### src/sv/lsr_pkg.sv
// Shared definitions for the LIFO stack with reverse: request and status codes,
// the operation summary passed from the pointer unit, and default sizes.
// No dependencies.
package lsr_pkg;

   localparam int DEFAULT_DEPTH      = 256;
   localparam int DEFAULT_DATA_WIDTH = 32;
   localparam int VALUE_WIDTH        = 32;

   typedef enum logic [2:0] {
      REQ_PUSH    = 3'd0,
      REQ_POP     = 3'd1,
      REQ_PEEK    = 3'd2,
      REQ_CLEAR   = 3'd3,
      REQ_REVERSE = 3'd4
   } req_code_type;

   typedef enum logic [1:0] {
      STATUS_OK    = 2'd0,
      STATUS_EMPTY = 2'd1,
      STATUS_FULL  = 2'd2
   } status_type;

   typedef struct packed {
      status_type status;
      logic       mem_write;
      logic       mem_read;
   } op_type;

endpackage

### src/sv/lsr_ptr.sv
// Pointer unit of the stack: bottom index, entry count and direction bit.
// Decodes each request into a memory slot and access. Depends on lsr_pkg.
module lsr_ptr #(
   parameter int DEPTH = lsr_pkg::DEFAULT_DEPTH
) (
   input  logic                       clock,
   input  logic                       reset,
   input  logic                       req_fire,
   input  lsr_pkg::req_code_type      req_code,
   output lsr_pkg::op_type            op,
   output logic [$clog2(DEPTH)-1:0]   slot,
   output logic [$clog2(DEPTH+1)-1:0] count_next
);

   localparam int AW = $clog2(DEPTH);
   localparam int CW = $clog2(DEPTH + 1);

   logic [AW-1:0] bottom_ff, bottom_in;
   logic [CW-1:0] count_ff, count_in;
   logic          reversed_ff, reversed_in;

   logic [CW:0]   push_sum, push_wrap, top_wrap;
   logic [AW-1:0] bottom_dec, bottom_inc;
   logic          is_full, is_empty;

   // Indices wrap modulo DEPTH, which need not be a power of two. Both sums stay
   // below twice DEPTH, so one compare and subtract is enough.
   always_comb begin
      push_sum  = {{(CW + 1 - AW){1'b0}}, bottom_ff} + {1'b0, count_ff};
      push_wrap = (push_sum >= (CW + 1)'(DEPTH)) ? push_sum - (CW + 1)'(DEPTH) : push_sum;
      top_wrap  = (push_sum > (CW + 1)'(DEPTH)) ? push_sum - (CW + 1)'(DEPTH + 1)
                                                : push_sum - (CW + 1)'(1);
      bottom_dec = (bottom_ff == '0) ? AW'(DEPTH - 1) : bottom_ff - AW'(1);
      bottom_inc = (bottom_ff == AW'(DEPTH - 1)) ? '0 : bottom_ff + AW'(1);
      is_full    = (count_ff == CW'(DEPTH));
      is_empty   = (count_ff == '0);
   end

   always_comb begin
      op.status    = lsr_pkg::STATUS_OK;
      op.mem_write = 1'b0;
      op.mem_read  = 1'b0;
      slot         = reversed_ff ? bottom_ff : top_wrap[AW-1:0];
      bottom_in    = bottom_ff;
      count_in     = count_ff;
      reversed_in  = reversed_ff;
      unique case (req_code)
         lsr_pkg::REQ_PUSH: begin
            if (is_full) begin
               op.status = lsr_pkg::STATUS_FULL;
            end else begin
               op.mem_write = 1'b1;
               count_in     = count_ff + CW'(1);
               if (reversed_ff) begin
                  slot      = bottom_dec;
                  bottom_in = bottom_dec;
               end else begin
                  slot = push_wrap[AW-1:0];
               end
            end
         end
         lsr_pkg::REQ_POP: begin
            if (is_empty) begin
               op.status = lsr_pkg::STATUS_EMPTY;
            end else begin
               op.mem_read = 1'b1;
               count_in    = count_ff - CW'(1);
               if (reversed_ff) begin
                  bottom_in = bottom_inc;
               end
            end
         end
         lsr_pkg::REQ_PEEK: begin
            if (is_empty) begin
               op.status = lsr_pkg::STATUS_EMPTY;
            end else begin
               op.mem_read = 1'b1;
            end
         end
         lsr_pkg::REQ_CLEAR: begin
            bottom_in   = '0;
            count_in    = '0;
            reversed_in = 1'b0;
         end
         lsr_pkg::REQ_REVERSE: begin
            if (is_empty) begin
               op.status = lsr_pkg::STATUS_EMPTY;
            end else begin
               reversed_in = ~reversed_ff;
            end
         end
         default: begin
         end
      endcase
   end

   assign count_next = count_in;

   always_ff @(posedge clock) begin
      if (reset) begin
         bottom_ff   <= '0;
         count_ff    <= '0;
         reversed_ff <= 1'b0;
      end else if (req_fire) begin
         bottom_ff   <= bottom_in;
         count_ff    <= count_in;
         reversed_ff <= reversed_in;
      end
   end

endmodule

### config.mk
export PLATFORM = sky130hd
export DESIGN_NAME = lsr_ptr
export DESIGN_NICKNAME = d
export VERILOG_FILES = /design/src/sv/lsr_pkg.sv /design/src/sv/lsr_ptr.sv
export SDC_FILE = /design/constraint.sdc
export NUM_CORES = 1
export LEC_CHECK = 0
export BUFFER_PORTS_ARGS = -buffer_cell sky130_fd_sc_hd__buf_2
export CORE_MARGIN = 8
export CORE_UTILIZATION = 35
export CTS_BUF_LIST = sky130_fd_sc_hd__clkbuf_8
export CTS_CLUSTER_DIAMETER = 80
export CTS_CLUSTER_SIZE = 24
export DETAILED_ROUTE_END_ITERATION = 10
export GPL_TIMING_DRIVEN = 1
export HOLD_SLACK_MARGIN = 0.06
export PLACE_DENSITY = 0.51
export SLEW_MARGIN = 5
export SYNTH_ARGS = -nofsm -noshare
export SYNTH_HDL_FRONTEND = slang
export SYNTH_SLANG_ARGS = --single-unit
### constraint.sdc
create_clock -name clock -period 3.5 [get_ports clock]
set_input_delay 0.7 -clock clock [delete_from_list [all_inputs] [get_ports clock]]
set_output_delay 0.7 -clock clock [all_outputs]
set_load 0.01 [all_outputs]
==> flow_summary.yaml <==
detailed_routing:
  drc: 0
  wirelength_um: 7270
  dr.first_iter.drc_count: 88
  wl_per_cell_um: 16.3
  drtPass1Iterations: 4
  antenna_left: 0
  num_vias: 2524
  routed_via_density: 5.67
timing:
  period_share_pct: 96.2
  setup_ws_ns: 0.133
  clock.fmax_mhz: 297
  holdWs_ns: 0.613
  hold_viol: 0
  fin_crit_ns: 3.37
  fin_tns_setup_ns: 0
  slew_headroom_pct: 53.2
  drv_slew: 0
  finalSetupViolations: 0
  fin_skew_ns: 0.00491
  worstMarginPinSlew_ns: 0.701
logic_synthesis:
  synth_top_area_share_pct: 15.6
  syn_area_per_cell_um2: 6.85
  synthTopCellsByCount: "nor2_1, nand2_1, a21oi_1, o21ai_0, dfxtp_1"
  synthCells: 338
  synthTopCellsByArea: "dfxtp_1, ha_1, nor2_1, nand2_1, a21oi_1"
  netlist_area_mm2: 0.00231
  async_flop_share_pct: 0
  synth-main-ff-cell: "dfxtp_1"
  synth.distinct_cells: 61
  seq_area_frac_synth_pct: 15.6
  synth_nets: 358
  synth-edff-count: 0
  synth_most_common_cell: "nor2_1"
  synth-seq-cells: 18
  ys_warn_count: 0
  yosys.area.top_type: "dfxtp_1"
min_path:
  hp-class: "reg2reg"
setup_path:
  crit_path_start_kind: "register"
  cp.arrival_ns: 2.67
  required_ns: 2.80
  crit_fanout: 10
  cp-end-kind: "primary output"
  crit_type: "reg2out"
power_and_ir_drop:
  vdd_drop_max_v: 0.000145
  power.total_mw: 0.771
  power_leakage_nw: 1.18
  p_per_area_mw_per_mm2: 282
placement:
  dp.cells: 438
  post-dp-hpwl_um: 5620
  port_buffers: 26
  gp_congestion: 0.869
  dpl_cell_area_mm2: 0.00259
  place_ws_ns: 0.185
clock_tree:
  cts_buffers: 3
  clockBufferDepth: 2
  htreeDepth: 1
  cts.clk_slew.worst_paths_ns: 0.07
  cts_sinks: 18
  clk_latency_ns: 0.26
  cts_tree: "yes"
  cts_root_buffer: "clkbuf_8"
die:
  die_h_um: 97.3
  dieArea_mm2: 0.00947
  rows: 29
  fp.dieW_um: 97.3
  start_util_pct: 36.2
  coreArea_mm2: 0.00639
  ioPinCount: 27
global_route:
  grt_pass1_vias: 2480
  antenna_found_initial: 0
  track_usage_pct: 14.9
  grt_pass1_wl_um: 12100
  overflow: 0
  grt_start_max_net_pins: 20
final_layout:
  drive_gt1_share_pct: 22.6
  post-route-util_pct: 42.8
  areaGrowthSynthToFinish_pct: 18.2
  antenna_cells: 0
  final_cells: 445
  final_cell_area_mm2: 0.00274
  nets: 389
flow_run:
  cap_viol_max_count: 0
status:
  outcome: "completed"
## cells in the final DEF (no fill, tap or decap), types with 2 or more instances in the layout
master	n
a211oi_1	5
a21o_1	3
a21oi_1	24
a21oi_2	2
a22oi_1	4
a311oi_1	3
a31o_2	2
a31oi_1	7
and3_1	10
buf_2	26
buf_4	24
clkbuf_8	4
dfxtp_1	16
dfxtp_2	2
ha_1	11
inv_1	10
inv_2	3
mux2i_1	8
nand2_1	34
nand2b_1	8
nand3_1	8
nand4_1	2
nor2_1	43
nor2b_1	5
nor3_1	11
nor3_2	2
nor3b_1	3
o211ai_1	4
o21ai_0	26
o21ai_1	3
o221ai_1	2
o22a_1	2
o22ai_1	3
or3_1	2
or3b_2	2
or3b_4	2
or4_1	2
xnor2_1	6
xor2_1	6
## worst max-delay path, stage by stage (launching register included)
cell and delay (ns):
dfxtp_2 0.35, buf_6 0.14, ha_2 0.18, inv_1 0.05, fa_2 0.54, ha_1 0.15
nand2_1 0.07, or3b_4 0.42, nor3_2 0.12, xor2_1 0.15, mux2i_1 0.08, buf_2 0.17
## state kept, by name, summed over array words and instances (netlist names)
| signal | cells |
|---|---|
| reversed_ff | 1 |
| count_ff | 9 |
| bottom_ff | 8 |
## logic make-up (layout without fill, tap and decap cells)
| logic type | after synthesis | after routing | share of synthesized area (%) |
|---|---|---|---|
| multiplexers | 9 | 9 | 3.95 |
| XOR/XNOR | 13 | 13 | 4.92 |
| AND/OR/NAND/NOR | 141 | 141 | 30.6 |
| buffers and inverters | 38 | 68 | 7.13 |
| flip-flops | 18 | 18 | 15.6 |
| adder cells (fa/ha/maj) | 14 | 14 | 7.89 |
| AO/OA/AOI/OAI | 105 | 105 | 29.9 |
## per-layer routing
metal | track usage [%] | up-vias | wire (µm)
met5 | 0 | - | 0
met4 | 2.80 | 0 | 22
met3 | 2.13 | 2 | 263
met2 | 25.2 | 58 | 3350
met1 | 19.6 | 1171 | 3640
li1 | - | 1293 | -
## repair_timing
action | in CTS | in global routing
setup endpoints to repair | 2 | 9
setup buffers | 1 | 2
pin swaps | 1 | 6
gates resized for setup | 0 | 18
hold buffers | 0 | 0
## worst paths after layout
| kind | startpoint | endpoint | slack (ns) | cells after the start |
|---|---|---|---|---|
| worst max register to register | count_ff[0]$_SDFFE_PP0P_ | bottom_ff[3]$_SDFFE_PP0P_ | 1.06 | 10 |
| worst min-delay path | count_ff[6]$_SDFFE_PP0P_ | count_ff[6]$_SDFFE_PP0P_ | 0.61 | 2 |
| worst max-delay path | count_ff[0]$_SDFFE_PP0P_ | slot[6] | 0.13 | 11 |
| worst min register to register | count_ff[6]$_SDFFE_PP0P_ | count_ff[6]$_SDFFE_PP0P_ | 0.61 | 2 |
## cell type report
class	instances	area (µm²)
clock buffers	4	55.1
repair buffers	51	322
inverters	13	48.8
well taps	77	96.3
fillers	681	3650
multi-input cells	282	1850
flip-flops and latches	18	363
## power breakdown
part / internal [mW] / leakage (nW) / switching [mW]
registers: 0.213 / 0.147 / 0.0119
logic: 0.152 / 1.00 / 0.214
clock network: 0.100 / 0.0288 / 0.0799
Note: power is estimated with default switching activity, not from simulation.
